$ cat src/tsfc_pkg.sv
// Shared types, constants and helper functions of the touch sample filter.
// Used by every module of the block; depends on nothing.
package tsfc_pkg;

	localparam int SAMPLE_W    = 12;
	localparam int N_SAMPLES   = 5;
	localparam int N_PAIRS     = 10;
	localparam int RANGE_W     = 6;
	localparam int PEN_W       = 4;
	localparam int CAL_W       = 32;
	localparam int CAL_SHIFT   = 19;
	localparam int PIX_W       = 8;
	localparam int ERR_W       = 2;
	localparam int CFG_IDX_W   = 3;

	localparam int SCREEN_WIDTH  = 256;
	localparam int SCREEN_HEIGHT = 192;

	localparam int QUEUE_DEPTH_DEF = 4;

	localparam logic [RANGE_W-1:0] RANGE_CEILING = 6'd35;
	localparam logic [RANGE_W-1:0] RANGE_RESET   = 6'd20;
	localparam logic [CAL_W-1:0]   SCALE_RESET   = 32'd32768;

	// Register indexes of the configuration port.
	localparam logic [CFG_IDX_W-1:0] REG_X_SCALE   = 3'd0;
	localparam logic [CFG_IDX_W-1:0] REG_X_OFFSET  = 3'd1;
	localparam logic [CFG_IDX_W-1:0] REG_Y_SCALE   = 3'd2;
	localparam logic [CFG_IDX_W-1:0] REG_Y_OFFSET  = 3'd3;
	localparam logic [CFG_IDX_W-1:0] REG_MIN_RANGE = 3'd4;

	// Both axes flagged: pen absent or bouncing.
	localparam logic [ERR_W-1:0] ERR_ALL = 2'b11;

	typedef logic [N_SAMPLES-1:0][SAMPLE_W-1:0] samples_t;
	typedef logic [N_PAIRS-1:0][SAMPLE_W-1:0]   diffs_t;

	typedef struct packed {
		logic [SAMPLE_W-1:0] x_sample_0;
		logic [SAMPLE_W-1:0] x_sample_1;
		logic [SAMPLE_W-1:0] x_sample_2;
		logic [SAMPLE_W-1:0] x_sample_3;
		logic [SAMPLE_W-1:0] x_sample_4;
		logic [SAMPLE_W-1:0] y_sample_0;
		logic [SAMPLE_W-1:0] y_sample_1;
		logic [SAMPLE_W-1:0] y_sample_2;
		logic [SAMPLE_W-1:0] y_sample_3;
		logic [SAMPLE_W-1:0] y_sample_4;
		logic [PEN_W-1:0]    pen_levels;
	} in_beat_t;

	typedef struct packed {
		logic [SAMPLE_W-1:0] filtered_x;
		logic [SAMPLE_W-1:0] filtered_y;
		logic [PIX_W-1:0]    screen_x;
		logic [PIX_W-1:0]    screen_y;
		logic [ERR_W-1:0]    error_location;
		logic [SAMPLE_W-1:0] max_deviation;
		logic                sampled;
	} out_beat_t;

	// One classified frame handed from the front end to the back end.
	// Samples are stored in filter order: index 0 is the last conversion.
	typedef struct packed {
		samples_t            xv;
		samples_t            yv;
		diffs_t              xd;
		diffs_t              yd;
		logic [PEN_W-1:0]    pen;
		logic [SAMPLE_W-1:0] dmax;
	} fe_entry_t;

	// Calibration registers are kept as raw two's complement bit patterns.
	typedef struct packed {
		logic [CAL_W-1:0]   x_scale;
		logic [CAL_W-1:0]   x_offset;
		logic [CAL_W-1:0]   y_scale;
		logic [CAL_W-1:0]   y_offset;
		logic [RANGE_W-1:0] min_range;
	} cfg_t;

	// Slot of sample pair (i, j), i < j, in a diffs_t.
	function automatic int pair_idx(input int i, input int j);
		int base;
		if (i == 0) begin
			base = 0;
		end else if (i == 1) begin
			base = 4;
		end else if (i == 2) begin
			base = 7;
		end else begin
			base = 9;
		end
		return base + j - i - 1;
	endfunction

endpackage

$ cat src/tsfc_chan_if.sv
// Valid/ready channel carrying one payload beat per handshake.
// The payload type comes from tsfc_pkg at the point of instantiation.
interface tsfc_chan_if #(
	parameter type payload_t = logic
) ();
	logic     valid;
	logic     ready;
	payload_t data;

	modport source (output valid, output data, input ready);
	modport sink (input valid, input data, output ready);
endinterface

$ cat src/tsfc_front.sv
// Front end: takes frames, reorders samples and computes all pairwise spreads.
// Depends on tsfc_pkg; feeds tsfc_queue.
module tsfc_front
	import tsfc_pkg::*;
(
	input  logic      clk,
	input  logic      arst_n,
	input  logic      in_valid,
	output logic      in_ready,
	input  in_beat_t  in_data,
	input  logic      q_full,
	output logic      push,
	output fe_entry_t push_data
);

	function automatic logic [SAMPLE_W-1:0] absd(input logic [SAMPLE_W-1:0] a,
		input logic [SAMPLE_W-1:0] b);
		return (a > b) ? (a - b) : (b - a);
	endfunction

	function automatic logic [SAMPLE_W-1:0] maxd(input logic [SAMPLE_W-1:0] a,
		input logic [SAMPLE_W-1:0] b);
		return (a > b) ? a : b;
	endfunction

	// Balanced max over the ten spreads of one axis.
	function automatic logic [SAMPLE_W-1:0] max_tree(input diffs_t d);
		logic [SAMPLE_W-1:0] l1 [5];
		logic [SAMPLE_W-1:0] l2a, l2b;
		for (int n = 0; n < 5; n++) begin
			l1[n] = maxd(d[2*n], d[2*n+1]);
		end
		l2a = maxd(l1[0], l1[1]);
		l2b = maxd(l1[2], l1[3]);
		return maxd(maxd(l2a, l2b), l1[4]);
	endfunction

	logic     en;
	logic     valid_s1, valid_s2;
	samples_t xv_in, yv_in;
	diffs_t   xd_in, yd_in;
	samples_t xv_s1, yv_s1, xv_s2, yv_s2;
	diffs_t   xd_s1, yd_s1, xd_s2, yd_s2;
	logic [PEN_W-1:0]    pen_s1, pen_s2;
	logic [SAMPLE_W-1:0] dmax_s2;

	assign en       = !valid_s2 || !q_full;
	assign in_ready = en;
	assign push     = valid_s2 && !q_full;

	always_comb begin
		xv_in[0] = in_data.x_sample_4;
		xv_in[1] = in_data.x_sample_3;
		xv_in[2] = in_data.x_sample_2;
		xv_in[3] = in_data.x_sample_1;
		xv_in[4] = in_data.x_sample_0;
		yv_in[0] = in_data.y_sample_4;
		yv_in[1] = in_data.y_sample_3;
		yv_in[2] = in_data.y_sample_2;
		yv_in[3] = in_data.y_sample_1;
		yv_in[4] = in_data.y_sample_0;
		for (int i = 0; i < N_SAMPLES - 1; i++) begin
			for (int j = i + 1; j < N_SAMPLES; j++) begin
				xd_in[pair_idx(i, j)] = absd(xv_in[i], xv_in[j]);
				yd_in[pair_idx(i, j)] = absd(yv_in[i], yv_in[j]);
			end
		end
	end

	always_ff @(posedge clk or negedge arst_n) begin
		if (!arst_n) begin
			valid_s1 <= 1'b0;
			valid_s2 <= 1'b0;
		end else if (en) begin
			valid_s1 <= in_valid;
			valid_s2 <= valid_s1;
		end
	end

	always_ff @(posedge clk) begin
		if (en) begin
			xv_s1   <= xv_in;
			yv_s1   <= yv_in;
			xd_s1   <= xd_in;
			yd_s1   <= yd_in;
			pen_s1  <= in_data.pen_levels;
			xv_s2   <= xv_s1;
			yv_s2   <= yv_s1;
			xd_s2   <= xd_s1;
			yd_s2   <= yd_s1;
			pen_s2  <= pen_s1;
			dmax_s2 <= maxd(max_tree(xd_s1), max_tree(yd_s1));
		end
	end

	always_comb begin
		push_data.xv   = xv_s2;
		push_data.yv   = yv_s2;
		push_data.xd   = xd_s2;
		push_data.yd   = yd_s2;
		push_data.pen  = pen_s2;
		push_data.dmax = dmax_s2;
	end

endmodule

$ cat src/tsfc_queue.sv
// Short FIFO that decouples the front end from the back end.
// Depends on tsfc_pkg for the entry type.
module tsfc_queue
	import tsfc_pkg::*;
#(
	parameter int DEPTH = QUEUE_DEPTH_DEF
) (
	input  logic      clk,
	input  logic      arst_n,
	input  logic      push,
	input  fe_entry_t push_data,
	output logic      full,
	input  logic      pop,
	output logic      valid,
	output fe_entry_t data
);

	localparam int PTR_W = $clog2(DEPTH);
	localparam int CNT_W = $clog2(DEPTH + 1);

	fe_entry_t          mem_q [DEPTH];
	logic [PTR_W-1:0]   wr_ptr_q, rd_ptr_q;
	logic [CNT_W-1:0]   count_q;
	logic               do_push, do_pop;

	assign full    = (count_q == CNT_W'(DEPTH));
	assign valid   = (count_q != '0);
	assign do_push = push && !full;
	assign do_pop  = pop && valid;
	assign data    = mem_q[rd_ptr_q];

	function automatic logic [PTR_W-1:0] next_ptr(input logic [PTR_W-1:0] p);
		return (p == PTR_W'(DEPTH - 1)) ? '0 : p + 1'b1;
	endfunction

	always_ff @(posedge clk or negedge arst_n) begin
		if (!arst_n) begin
			wr_ptr_q <= '0;
			rd_ptr_q <= '0;
			count_q  <= '0;
		end else begin
			if (do_push) begin
				wr_ptr_q <= next_ptr(wr_ptr_q);
			end
			if (do_pop) begin
				rd_ptr_q <= next_ptr(rd_ptr_q);
			end
			if (do_push && !do_pop) begin
				count_q <= count_q + 1'b1;
			end else if (do_pop && !do_push) begin
				count_q <= count_q - 1'b1;
			end
		end
	end

	always_ff @(posedge clk) begin
		if (do_push) begin
			mem_q[wr_ptr_q] <= push_data;
		end
	end

endmodule

$ cat src/tsfc_back.sv
// Back end: stylus checks, triple search, range adaptation and calibration.
// Depends on tsfc_pkg; reads entries from tsfc_queue.
module tsfc_back
	import tsfc_pkg::*;
(
	input  logic      clk,
	input  logic      arst_n,
	input  cfg_t      cfg,
	input  logic      q_valid,
	input  fe_entry_t q_data,
	output logic      q_pop,
	output logic      out_valid,
	input  logic      out_ready,
	output out_beat_t out_data
);

	localparam logic [1:0] CHK_NONE   = 2'd0;
	localparam logic [1:0] CHK_PEN    = 2'd1;
	localparam logic [1:0] CHK_BOUNCE = 2'd2;

	localparam logic signed [SAMPLE_W:0] X_MAX = (SAMPLE_W + 1)'(SCREEN_WIDTH - 1);
	localparam logic signed [SAMPLE_W:0] Y_MAX = (SAMPLE_W + 1)'(SCREEN_HEIGHT - 1);

	typedef struct packed {
		logic       bad;
		logic [2:0] i;
		logic [2:0] j;
		logic [2:0] k;
	} sel_t;

	function automatic logic [1:0] stylus(input logic touched, input logic first,
		input logic second);
		logic [1:0] r;
		if (first) begin
			r = CHK_PEN;
		end else if (touched && second) begin
			r = CHK_BOUNCE;
		end else begin
			r = CHK_NONE;
		end
		return r;
	endfunction

	// Last agreeing pair (i, j) wins, with the first agreeing k after j.
	function automatic sel_t select_triple(input diffs_t d, input logic [RANGE_W-1:0] rng);
		sel_t                s;
		logic                found;
		logic [2:0]          kk;
		logic [SAMPLE_W-1:0] lim;
		lim = {{(SAMPLE_W - RANGE_W){1'b0}}, rng};
		s   = '{bad: 1'b1, i: 3'd0, j: 3'd0, k: 3'd0};
		for (int i = 0; i < 3; i++) begin
			for (int j = i + 1; j < 4; j++) begin
				found = 1'b0;
				kk    = 3'd0;
				for (int k = j + 1; k < N_SAMPLES; k++) begin
					if (!found && d[pair_idx(i, k)] <= lim) begin
						found = 1'b1;
						kk    = 3'(k);
					end
				end
				if (found && d[pair_idx(i, j)] <= lim) begin
					s = '{bad: 1'b0, i: 3'(i), j: 3'(j), k: kk};
				end
			end
		end
		return s;
	endfunction

	function automatic logic [SAMPLE_W-1:0] axis_value(input samples_t v, input sel_t s);
		logic [SAMPLE_W+1:0] acc;
		logic [SAMPLE_W-1:0] val;
		if (s.bad) begin
			acc = {2'b00, v[0]} + {2'b00, v[4]};
			val = acc[SAMPLE_W:1];
		end else begin
			acc = {2'b00, v[s.j]} + {1'b0, v[s.i], 1'b0} + {2'b00, v[s.k]};
			val = acc[SAMPLE_W+1:2];
		end
		return {val[SAMPLE_W-1:3], 3'b000};
	endfunction

	// scale/2 truncated toward zero, minus the offset, modulo 2^32.
	function automatic logic [CAL_W-1:0] cal_adjust(input logic [CAL_W-1:0] scale,
		input logic [CAL_W-1:0] offset);
		logic [CAL_W-1:0] tmp;
		logic [CAL_W-1:0] half;
		tmp  = scale + {{(CAL_W - 1){1'b0}}, scale[CAL_W-1]};
		half = {tmp[CAL_W-1], tmp[CAL_W-1:1]};
		return half - offset;
	endfunction

	function automatic logic [PIX_W-1:0] cal_clamp(input logic [CAL_W-1:0] prod,
		input logic [CAL_W-1:0] adj, input logic signed [SAMPLE_W:0] lim);
		logic [CAL_W-1:0]           sum;
		logic signed [SAMPLE_W:0]   p;
		sum = prod + adj;
		p   = $signed(sum[CAL_W-1:CAL_SHIFT]);
		if (p < 0) begin
			p = '0;
		end else if (p > lim) begin
			p = lim;
		end
		return p[PIX_W-1:0];
	endfunction

	logic en;
	logic valid_b1, valid_b2, valid_b3, valid_b4;

	// Adaptive filter state.
	logic [RANGE_W-1:0] agree_range_q;
	logic [2:0]         tight_count_q, fail_count_q;
	logic               was_touched_q;
	logic [PIX_W-1:0]   last_screen_x_q, last_screen_y_q;

	logic [1:0]          first_chk, second_chk;
	sel_t                xsel, ysel;
	logic                sampled_c, touched_c;
	logic [ERR_W-1:0]    err_c;
	logic [SAMPLE_W-1:0] dmax_c;
	logic [RANGE_W-1:0]  range_n;
	logic [2:0]          tight_n, fail_n;

	samples_t            xv_b1, yv_b1;
	sel_t                xsel_b1, ysel_b1;
	logic                sampled_b1, sampled_b2, sampled_b3, sampled_b4;
	logic [ERR_W-1:0]    err_b1, err_b2, err_b3, err_b4;
	logic [SAMPLE_W-1:0] dmax_b1, dmax_b2, dmax_b3, dmax_b4;
	logic [SAMPLE_W-1:0] fx_b2, fy_b2, fx_b3, fy_b3, fx_b4, fy_b4;
	logic [CAL_W-1:0]    prodx_b3, prody_b3, adjx_b3, adjy_b3;

	assign en        = !valid_b4 || out_ready;
	assign q_pop     = q_valid && en;
	assign out_valid = valid_b4;

	always_comb begin
		first_chk  = stylus(was_touched_q, q_data.pen[0], q_data.pen[1]);
		second_chk = stylus(was_touched_q, q_data.pen[2], q_data.pen[3]);
		xsel       = select_triple(q_data.xd, agree_range_q);
		ysel       = select_triple(q_data.yd, agree_range_q);

		if (first_chk == CHK_NONE) begin
			sampled_c = 1'b0;
			touched_c = 1'b0;
			err_c     = ERR_ALL;
			dmax_c    = '0;
		end else begin
			sampled_c = 1'b1;
			dmax_c    = q_data.dmax;
			touched_c = (second_chk == CHK_PEN);
			if (first_chk == CHK_BOUNCE || second_chk == CHK_BOUNCE) begin
				err_c = ERR_ALL;
			end else begin
				err_c = {ysel.bad, xsel.bad};
			end
		end

		range_n = agree_range_q;
		tight_n = tight_count_q;
		fail_n  = fail_count_q;
		if (!touched_c) begin
			tight_n = '0;
			fail_n  = '0;
		end else if (err_c == '0) begin
			fail_n = '0;
			if (dmax_c >= {{(SAMPLE_W - RANGE_W + 1){1'b0}}, agree_range_q[RANGE_W-1:1]}) begin
				tight_n = '0;
			end else if (tight_count_q >= 3'd3) begin
				// Fourth steady frame in a row: tighten the range.
				tight_n = '0;
				if (agree_range_q > cfg.min_range) begin
					range_n = agree_range_q - 1'b1;
					fail_n  = 3'd3;
				end
			end else begin
				tight_n = tight_count_q + 1'b1;
			end
		end else begin
			tight_n = '0;
			if (fail_count_q >= 3'd3) begin
				// Fourth failing frame: widen the range.
				fail_n = '0;
				if (agree_range_q < RANGE_CEILING) begin
					range_n = agree_range_q + 1'b1;
				end
			end else begin
				fail_n = fail_count_q + 1'b1;
			end
		end
	end

	always_ff @(posedge clk or negedge arst_n) begin
		if (!arst_n) begin
			valid_b1        <= 1'b0;
			valid_b2        <= 1'b0;
			valid_b3        <= 1'b0;
			valid_b4        <= 1'b0;
			agree_range_q   <= RANGE_RESET;
			tight_count_q   <= '0;
			fail_count_q    <= '0;
			was_touched_q   <= 1'b0;
			last_screen_x_q <= '0;
			last_screen_y_q <= '0;
		end else if (en) begin
			valid_b1 <= q_valid;
			valid_b2 <= valid_b1;
			valid_b3 <= valid_b2;
			valid_b4 <= valid_b3;
			if (q_valid) begin
				agree_range_q <= range_n;
				tight_count_q <= tight_n;
				fail_count_q  <= fail_n;
				was_touched_q <= touched_c;
			end
			if (valid_b3 && sampled_b3) begin
				last_screen_x_q <= cal_clamp(prodx_b3, adjx_b3, X_MAX);
				last_screen_y_q <= cal_clamp(prody_b3, adjy_b3, Y_MAX);
			end
		end
	end

	always_ff @(posedge clk) begin
		if (en) begin
			xv_b1      <= q_data.xv;
			yv_b1      <= q_data.yv;
			xsel_b1    <= xsel;
			ysel_b1    <= ysel;
			sampled_b1 <= sampled_c;
			err_b1     <= err_c;
			dmax_b1    <= dmax_c;

			fx_b2      <= sampled_b1 ? axis_value(xv_b1, xsel_b1) : '0;
			fy_b2      <= sampled_b1 ? axis_value(yv_b1, ysel_b1) : '0;
			sampled_b2 <= sampled_b1;
			err_b2     <= err_b1;
			dmax_b2    <= dmax_b1;

			prodx_b3   <= CAL_W'({{(CAL_W - SAMPLE_W){1'b0}}, fx_b2} * cfg.x_scale);
			prody_b3   <= CAL_W'({{(CAL_W - SAMPLE_W){1'b0}}, fy_b2} * cfg.y_scale);
			adjx_b3    <= cal_adjust(cfg.x_scale, cfg.x_offset);
			adjy_b3    <= cal_adjust(cfg.y_scale, cfg.y_offset);
			fx_b3      <= fx_b2;
			fy_b3      <= fy_b2;
			sampled_b3 <= sampled_b2;
			err_b3     <= err_b2;
			dmax_b3    <= dmax_b2;

			fx_b4      <= fx_b3;
			fy_b4      <= fy_b3;
			sampled_b4 <= sampled_b3;
			err_b4     <= err_b3;
			dmax_b4    <= dmax_b3;
		end
	end

	always_comb begin
		out_data.filtered_x     = fx_b4;
		out_data.filtered_y     = fy_b4;
		out_data.screen_x       = last_screen_x_q;
		out_data.screen_y       = last_screen_y_q;
		out_data.error_location = err_b4;
		out_data.max_deviation  = dmax_b4;
		out_data.sampled        = sampled_b4;
	end

	a_range_ceiling: assert property (@(posedge clk) disable iff (!arst_n)
		agree_range_q <= RANGE_CEILING)
		else $error("agree range above its ceiling");

	a_tight_bound: assert property (@(posedge clk) disable iff (!arst_n)
		tight_count_q <= 3'd3)
		else $error("tight counter past its wrap point");

	a_fail_bound: assert property (@(posedge clk) disable iff (!arst_n)
		fail_count_q <= 3'd3)
		else $error("fail counter past its wrap point");

	a_state_on_pop: assert property (@(posedge clk) disable iff (!arst_n)
		!q_pop |=> $stable(agree_range_q) && $stable(was_touched_q))
		else $error("filter state changed without a frame leaving the queue");

endmodule

$ cat src/touch_sample_filter_calibrate_core.sv
// Throughput: one frame per cycle while the result channel is not stalled; the adaptive
// range update in the first back-end stage is combinational and is registered as each
// frame is popped, so it never holds off the next frame.
// Reset clears all handshake and filter state at once (range 20, counters and pen
// history zero, last pixels zero) and loads the register defaults; no clearing pass.
module touch_sample_filter_calibrate_core
	import tsfc_pkg::*;
#(
	parameter int QUEUE_DEPTH = QUEUE_DEPTH_DEF
) (
	input  logic                 clk,
	input  logic                 arst_n,
	tsfc_chan_if.sink            frame,
	tsfc_chan_if.source          result,
	input  logic                 cfg_wr_en,
	input  logic [CFG_IDX_W-1:0] cfg_index,
	input  logic [CAL_W-1:0]     cfg_wdata
);

	// The front end reorders the samples into filter order and computes every
	// pairwise spread and the frame's largest spread. None of that depends on
	// the adaptive state, so it runs ahead of the back end and parks finished
	// frames in the queue.
	//
	// The back end pops one frame per cycle while the queue holds a frame and the
	// output is not stalled. Its first stage runs both stylus checks against the
	// pen history, searches the agreeing triple on each axis with the current range
	// and updates range, counters and pen history in the same cycle, so the next
	// frame sees the new state. Later stages form the filtered values, multiply by
	// the gains, then shift, clamp and hold the last pixels in the output register.

	cfg_t      cfg_q;
	logic      q_full, q_push, q_pop, q_valid;
	fe_entry_t q_push_data, q_data;
	in_beat_t  frame_data;
	out_beat_t result_data;

	assign frame_data  = frame.data;
	assign result.data = result_data;

	// Register writes must only be issued while the block is idle; the block itself does not enforce this.
	always_ff @(posedge clk or negedge arst_n) begin
		if (!arst_n) begin
			cfg_q.x_scale   <= SCALE_RESET;
			cfg_q.x_offset  <= '0;
			cfg_q.y_scale   <= SCALE_RESET;
			cfg_q.y_offset  <= '0;
			cfg_q.min_range <= RANGE_RESET;
		end else if (cfg_wr_en) begin
			unique case (cfg_index)
				REG_X_SCALE: begin
					cfg_q.x_scale <= cfg_wdata;
				end
				REG_X_OFFSET: begin
					cfg_q.x_offset <= cfg_wdata;
				end
				REG_Y_SCALE: begin
					cfg_q.y_scale <= cfg_wdata;
				end
				REG_Y_OFFSET: begin
					cfg_q.y_offset <= cfg_wdata;
				end
				REG_MIN_RANGE: begin
					cfg_q.min_range <= cfg_wdata[RANGE_W-1:0];
				end
				default: begin
					// Writes to unused indexes are dropped.
				end
			endcase
		end
	end

	tsfc_front u_front (
		.clk       (clk),
		.arst_n    (arst_n),
		.in_valid  (frame.valid),
		.in_ready  (frame.ready),
		.in_data   (frame_data),
		.q_full    (q_full),
		.push      (q_push),
		.push_data (q_push_data)
	);

	tsfc_queue #(
		.DEPTH (QUEUE_DEPTH)
	) u_queue (
		.clk       (clk),
		.arst_n    (arst_n),
		.push      (q_push),
		.push_data (q_push_data),
		.full      (q_full),
		.pop       (q_pop),
		.valid     (q_valid),
		.data      (q_data)
	);

	tsfc_back u_back (
		.clk       (clk),
		.arst_n    (arst_n),
		.cfg       (cfg_q),
		.q_valid   (q_valid),
		.q_data    (q_data),
		.q_pop     (q_pop),
		.out_valid (result.valid),
		.out_ready (result.ready),
		.out_data  (result_data)
	);

endmodule
$ cat src/flat_wrapper.sv
// flat-port wrapper written by rule: the top's interface ports become plain ports
module touch_sample_filter_calibrate_core_flat import tsfc_pkg::*;
#(
	parameter int QUEUE_DEPTH = QUEUE_DEPTH_DEF
)
  (clk, arst_n, cfg_wr_en, cfg_index, cfg_wdata, frame_valid, frame_data, frame_ready, result_valid, result_data, result_ready);
  tsfc_chan_if frame_i ();
  tsfc_chan_if result_i ();
  input  logic clk;
  input  logic arst_n;
  input  logic cfg_wr_en;
  input  logic [CFG_IDX_W-1:0] cfg_index;
  input  logic [CAL_W-1:0] cfg_wdata;
  input wire logic [$bits(frame_i.valid)-1:0] frame_valid;
  input wire logic [$bits(frame_i.data)-1:0] frame_data;
  output wire logic [$bits(frame_i.ready)-1:0] frame_ready;
  output wire logic [$bits(result_i.valid)-1:0] result_valid;
  output wire logic [$bits(result_i.data)-1:0] result_data;
  input wire logic [$bits(result_i.ready)-1:0] result_ready;
  assign frame_i.valid = frame_valid;
  assign frame_i.data = frame_data;
  assign frame_ready = frame_i.ready;
  assign result_valid = result_i.valid;
  assign result_data = result_i.data;
  assign result_i.ready = result_ready;
  touch_sample_filter_calibrate_core #(.QUEUE_DEPTH(QUEUE_DEPTH)) u_core (.clk(clk), .arst_n(arst_n), .frame(frame_i), .result(result_i), .cfg_wr_en(cfg_wr_en), .cfg_index(cfg_index), .cfg_wdata(cfg_wdata));
endmodule
$ cat config.mk
export PLATFORM = sky130hd
export DESIGN_NAME = touch_sample_filter_calibrate_core_flat
export DESIGN_NICKNAME = d
export VERILOG_FILES = /design/src/tsfc_pkg.sv /design/src/tsfc_chan_if.sv /design/src/tsfc_front.sv /design/src/tsfc_queue.sv /design/src/tsfc_back.sv /design/src/touch_sample_filter_calibrate_core.sv /design/src/flat_wrapper.sv
export SDC_FILE = /design/constraint.sdc
export NUM_CORES = 1
export LEC_CHECK = 0
export BUFFER_PORTS_ARGS = -buffer_cell sky130_fd_sc_hd__buf_4
export CORE_MARGIN = 4
export CORE_UTILIZATION = 55
export DETAILED_ROUTE_END_ITERATION = 10
export GPL_TIMING_DRIVEN = 0
export PLACE_DENSITY = 0.7
export SLEW_MARGIN = 15
export SYNTH_ARGS = -nofsm -noshare
export SYNTH_HDL_FRONTEND = slang
export SYNTH_HIERARCHICAL = 1
export SYNTH_SLANG_ARGS = --single-unit
$ cat constraint.sdc
create_clock -name clk -period 32.2 [get_ports clk]
set_input_delay 9.66 -clock clk [delete_from_list [all_inputs] [get_ports clk]]
set_output_delay 9.66 -clock clk [all_outputs]
set_load 0.05 [all_outputs]
Word-level counts from Yosys, hierarchy flattened
Memory sizes are Yosys's and may differ from the RTL's. Cells that the tools add are included. W data, S select, Z words.

Bits in writable memories: 4. Word-level logic and storage cells: 56. Register bits: 20. Input port bits: 41. Memories kept: 1.

Reductions and logical operators: 19. $add $sub $neg: 4. Equal/unequal tests: 4. Multiplexer cells: 12.

Memories: u_core.u_queue.mem_q (words 4, width 1, read ports 1, clocked after memory_dff 0, write ports 1, line tsfc_queue.sv:21) `fe_entry_t mem_q [DEPTH];`.

Operators with widths (count): $mux W2 (6); $logic_and A1 B1 Y1 (6); $mux W3 (2); $logic_not A1 Y1 (5); $add A2 B1 Y2 const B (2); $eq A2 B2 Y1 const B (2); $mux W1 (4); $add A3 B1 Y3 const B (1); $eq A3 B3 Y1 const B (1); $reduce_bool A3 Y1 (1); $sub A3 B1 Y3 const B (1); $eq A2 B1 Y1 const B (1); $logic_and A1 B1 Y1 const B (2); $logic_not A2 Y1 (1); $logic_or A1 B1 Y1 (2); $reduce_and A2 Y1 (1); $reduce_bool A2 Y1 (1).

Depth between registers and ports, before layout
Depth in word-level cells: 8. Mapped depth: 11. Mapped depth without buffers: 10.

Hierarchy
The synthesis kept the hierarchy.

By module, submodules not included: tsfc_queue (cells an instance 2001, area each 54700.0 um2, instances 1); tsfc_front (cells an instance 4573, area each 50492.2 um2, instances 1); tsfc_back (cells an instance 3739, area each 38813.5 um2, instances 1); touch_sample_filter_calibrate_core (cells an instance 289, area each 5064.9 um2, instances 1).

Worst setup path after synthesis
OpenSTA, ideal clock, no wires.

Path type: reg-to-output. Start: register u_core.u_queue.count_q[2]. End: output frame_ready. Setup slack: 5.899 ns. Stages on the path, launching flop included: 3. Required time: 22.540 ns. Path buffers: 0. Data arrival time: 16.641 ns. Cell sequence: dfrtp_1 -> nor3b_1 -> nand2_1.

Longest elaborated chain between the ends: 3.

Ends and longest elaborated chain: from (decl) (line tsfc_queue.sv:23) `logic [CNT_W-1:0] count_q;`; from (signal assigned) (line tsfc_queue.sv:49) `count_q <= count_q + 1'b1;`; from (signal assigned) (line tsfc_queue.sv:51) `count_q <= count_q - 1'b1;`; $eq A3 B3 Y1 (line tsfc_queue.sv:26) `assign full = (count_q == CNT_W'(DEPTH));`; net u_core.q_full (line touch_sample_filter_calibrate_core.sv:33) `logic q_full, q_push, q_pop, q_valid;`; $logic_not A1 Y1 (line tsfc_front.sv:47) `assign en = !valid_s2 || !q_full;`; $logic_or A1 B1 Y1 (line tsfc_front.sv:47); to (decl) (line flat_wrapper.sv:16) `output wire logic [$bits(frame_i.ready)-1:0] frame_ready;`.

The timed path passes the listed nets, and every way through them passes these cells.

Worst setup path after layout
Start: register u_core.u_queue.count_q[0]. End: output frame_ready.

The elaborated chain is that of the path after synthesis.

==> impl_metrics.py <==
metrics = {
    "placement": {
        "io_buffers": 7,
        "post_dp_cell_area_sq_um": 1600,
        "place_inst": 135,
        "globalplace.congestion": 0.742,
        "hpwl_um": 1330,
    },
    "setup_path": {
        "crit_fanout": 9,
        "critPathCaptureType": "primary output",
        "worstSetupPathType": "flip-flop to primary output",
        "path_cells": "nor3b_1 > nand2_1 > buf_4",
        "cpPeakStageDelay_ns": 0.45,
        "ff2ff_path_depth": 7,
        "path_buf_inv": 1,
        "rr_startpoint": "u_core/u_queue/count_q[0]",
        "worstSetupPathDepth": 3,
        "crit_path_end": "frame_ready",
        "crit_family": "simple AND/OR/NAND/NOR gates",
        "crit_path_start_kind": "flip-flop",
        "r2r_setup_slack_ns": 29.86,
        "crit_start": "u_core/u_queue/count_q[0]",
        "worstPathArrival_ns": 1.86,
        "slowest_stage": "dfrtp_1",
        "worstReg2RegEnd": "u_core/u_queue/count_q[1]",
        "worstPathRequired_ns": 22.54,
    },
    "power_and_ir_drop": {
        "power_frac_clock_pct": 18.2,
        "p_sw_share_pct": 30.1,
        "power.leakage_uw": 0.000697,
        "p_int_uw": 116,
        "switching_power_uw": 49.9,
        "peakVddDrop_v": 0.0000779,
        "finalPower_uw": 166,
        "p_per_area_nw_per_um2": 99.0,
        "p_seq_share_pct": 46.6,
        "comb_power_share_pct": 35.3,
    },
    "timing": {
        "finClkSkew_ns": 0.00930,
        "fmax_mhz": 86.8,
        "finalHoldViolCount": 0,
        "period_needed_ns": 11.52,
        "fin_crit_sh_pct": 35.8,
        "fin_tns_setup_ns": 0,
        "rsz0062_at_grt": "false",
        "setup_viol": 0,
        "drv_slew": 0,
    },
    "cts": {
        "cts.repair.resized": 0,
        "cts.sinks": 36,
        "clk_latency_ns": 0.33,
        "clk_pin_slew_ns": 0.10,
        "cts_tree": "built",
        "htreeDepth": 2,
        "numCtsBuffers": 5,
        "cts_setup_buffers": 0,
        "clock-root-buffer": "clkbuf_4",
        "hold_buffers": 0,
        "cts_buffer_depth": 2,
    },
    "floorplan": {
        "ios": 44,
        "die_x_um": 60.3,
        "die_h_um": 60.3,
        "die-area_sq_um": 3630,
        "start_util_pct": 59.1,
        "rows": 18,
        "coreArea_sq_um": 2540,
    },
    "flow_run": {
        "drv_cap": 0,
    },
    "drt": {
        "wl_per_cell_um": 12.6,
        "antenna_left": 0,
        "drtPass1Iterations": 2,
        "drc_errors": 0,
        "postRouteWirelength_um": 1810,
        "vias": 724,
        "viasPerCell": 5.06,
        "first_iter_violations": 12,
    },
    "layout": {
        "drive_above_1_share_pct": 29.2,
        "final_cell_count_no_fill": 143,
        "layout.nets": 160,
        "fin_area_sq_um": 1670,
        "diodes": 0,
        "syn_to_final_growth_pct": 11.3,
        "finish.utilization_pct": 65.8,
    },
    "synth": {
        "synth_area_per_cell_sq_um": 15.5,
        "synth.yosys.warnings": 6,
        "syn_area_sq_um": 1500,
        "synth_cells": 97,
    },
    "global_route": {
        "grt_pass1_vias": 751,
        "track_usage_pct": 12.7,
        "grt_pass1_wl_um": 3220,
        "grt_max_degree": 15,
        "grt_antenna_before_repair": 0,
        "gr-total-overflow": 0,
    },
    "hold_path": {
        "whs_path_depth": 0,
        "hp-class": "flip-flop to flip-flop",
    },
    "outcome": {
        "outcome": "finished, final reports clean",
    },
}
## sequential cells by signal (all words and copies together) (netlist names), 2 cells and up
register / cells
u_core/u_front/pen_s1: 3
u_core/u_front/pen_s2: 3
u_core/u_queue/count_q: 3
u_core/u_queue/mem_q: 12
u_core/u_queue/rd_ptr_q: 2
u_core/u_queue/wr_ptr_q: 2
## area by class of cell
| cell class | instances | area, sq um |
|---|---|---|
| Sequential cell | 36 | 1010 |
| Clock inverter | 2 | 35.0 |
| Fill cell | 191 | 871 |
| Multi-Input combinational cell | 46 | 405 |
| Inverter | 5 | 18.8 |
| Timing Repair Buffer | 7 | 52.6 |
| Clock buffer | 6 | 41.3 |
| Buffer | 11 | 72.6 |
| Tap cell | 30 | 37.5 |
## metrics by stage
stage	hold WS [ns]	setup WS, ns
3_3_place_gp	0.402	20.59
2_1_floorplan	0.400	20.86
6_report	0.429	20.68
4_1_cts	0.431	20.64
5_1_grt	0.435	20.54
3_5_place_dp	0.405	20.55
## how the worst min path moves through the flow
stage                             startpoint                  endpoint  slack (ns)
CTS                 u_core/u_front/pen_s1[1]  u_core/u_front/pen_s2[1]        0.43
global route        u_core/u_front/pen_s1[1]  u_core/u_front/pen_s2[1]        0.44
floorplan           u_core/u_back/sampled_b1  u_core/u_back/sampled_b2        0.40
finish              u_core/u_back/sampled_b2  u_core/u_back/sampled_b3        0.43
detailed placement  u_core/u_front/pen_s1[1]  u_core/u_front/pen_s2[1]        0.41
global placement    u_core/u_front/pen_s1[0]  u_core/u_front/pen_s2[0]        0.40
## cells in the final DEF (no fill, tap or decap), drive strengths merged
master and count:
conb 2, nand2b 3, o21ai 1, edfxtp 22
xor2 2, dfrtp 14, or3 1, nor2b 2
ha 6, bufinv 1, nand2 6, nor3b 1
mux4 3, mux2 8, fa 1, nor2 4
xnor2 1, a21o 1, clkinv 1, buf 15
and2 3, clkbuf 9, nand3 1, inv 5
## power by group through the flow
stage                     registers, uW  clock network (uW)  logic (uW)
after floorplan                    77.6                   0        47.8
after global placement             77.5                   0        57.7
after detailed placement           78.4                   0        59.5
after CTS                          77.5                31.5        59.6
after global routing               79.3                33.7        65.3
final                              77.1                30.1        58.4
## per-layer routing
metal / up-vias / routed length, um / GRT usage, % / part of all wire (%)
met3: 7 / 88 / 4.54 / 4.9
li1: 359 / - / - / -
met4: 0 / 44 / 7.59 / 2.4
met5: - / 0 / 0 / 0
met2: 14 / 884 / 20.7 / 49
met1: 344 / 791 / 14.2 / 44
Note: power is estimated with default switching activity, not from simulation.
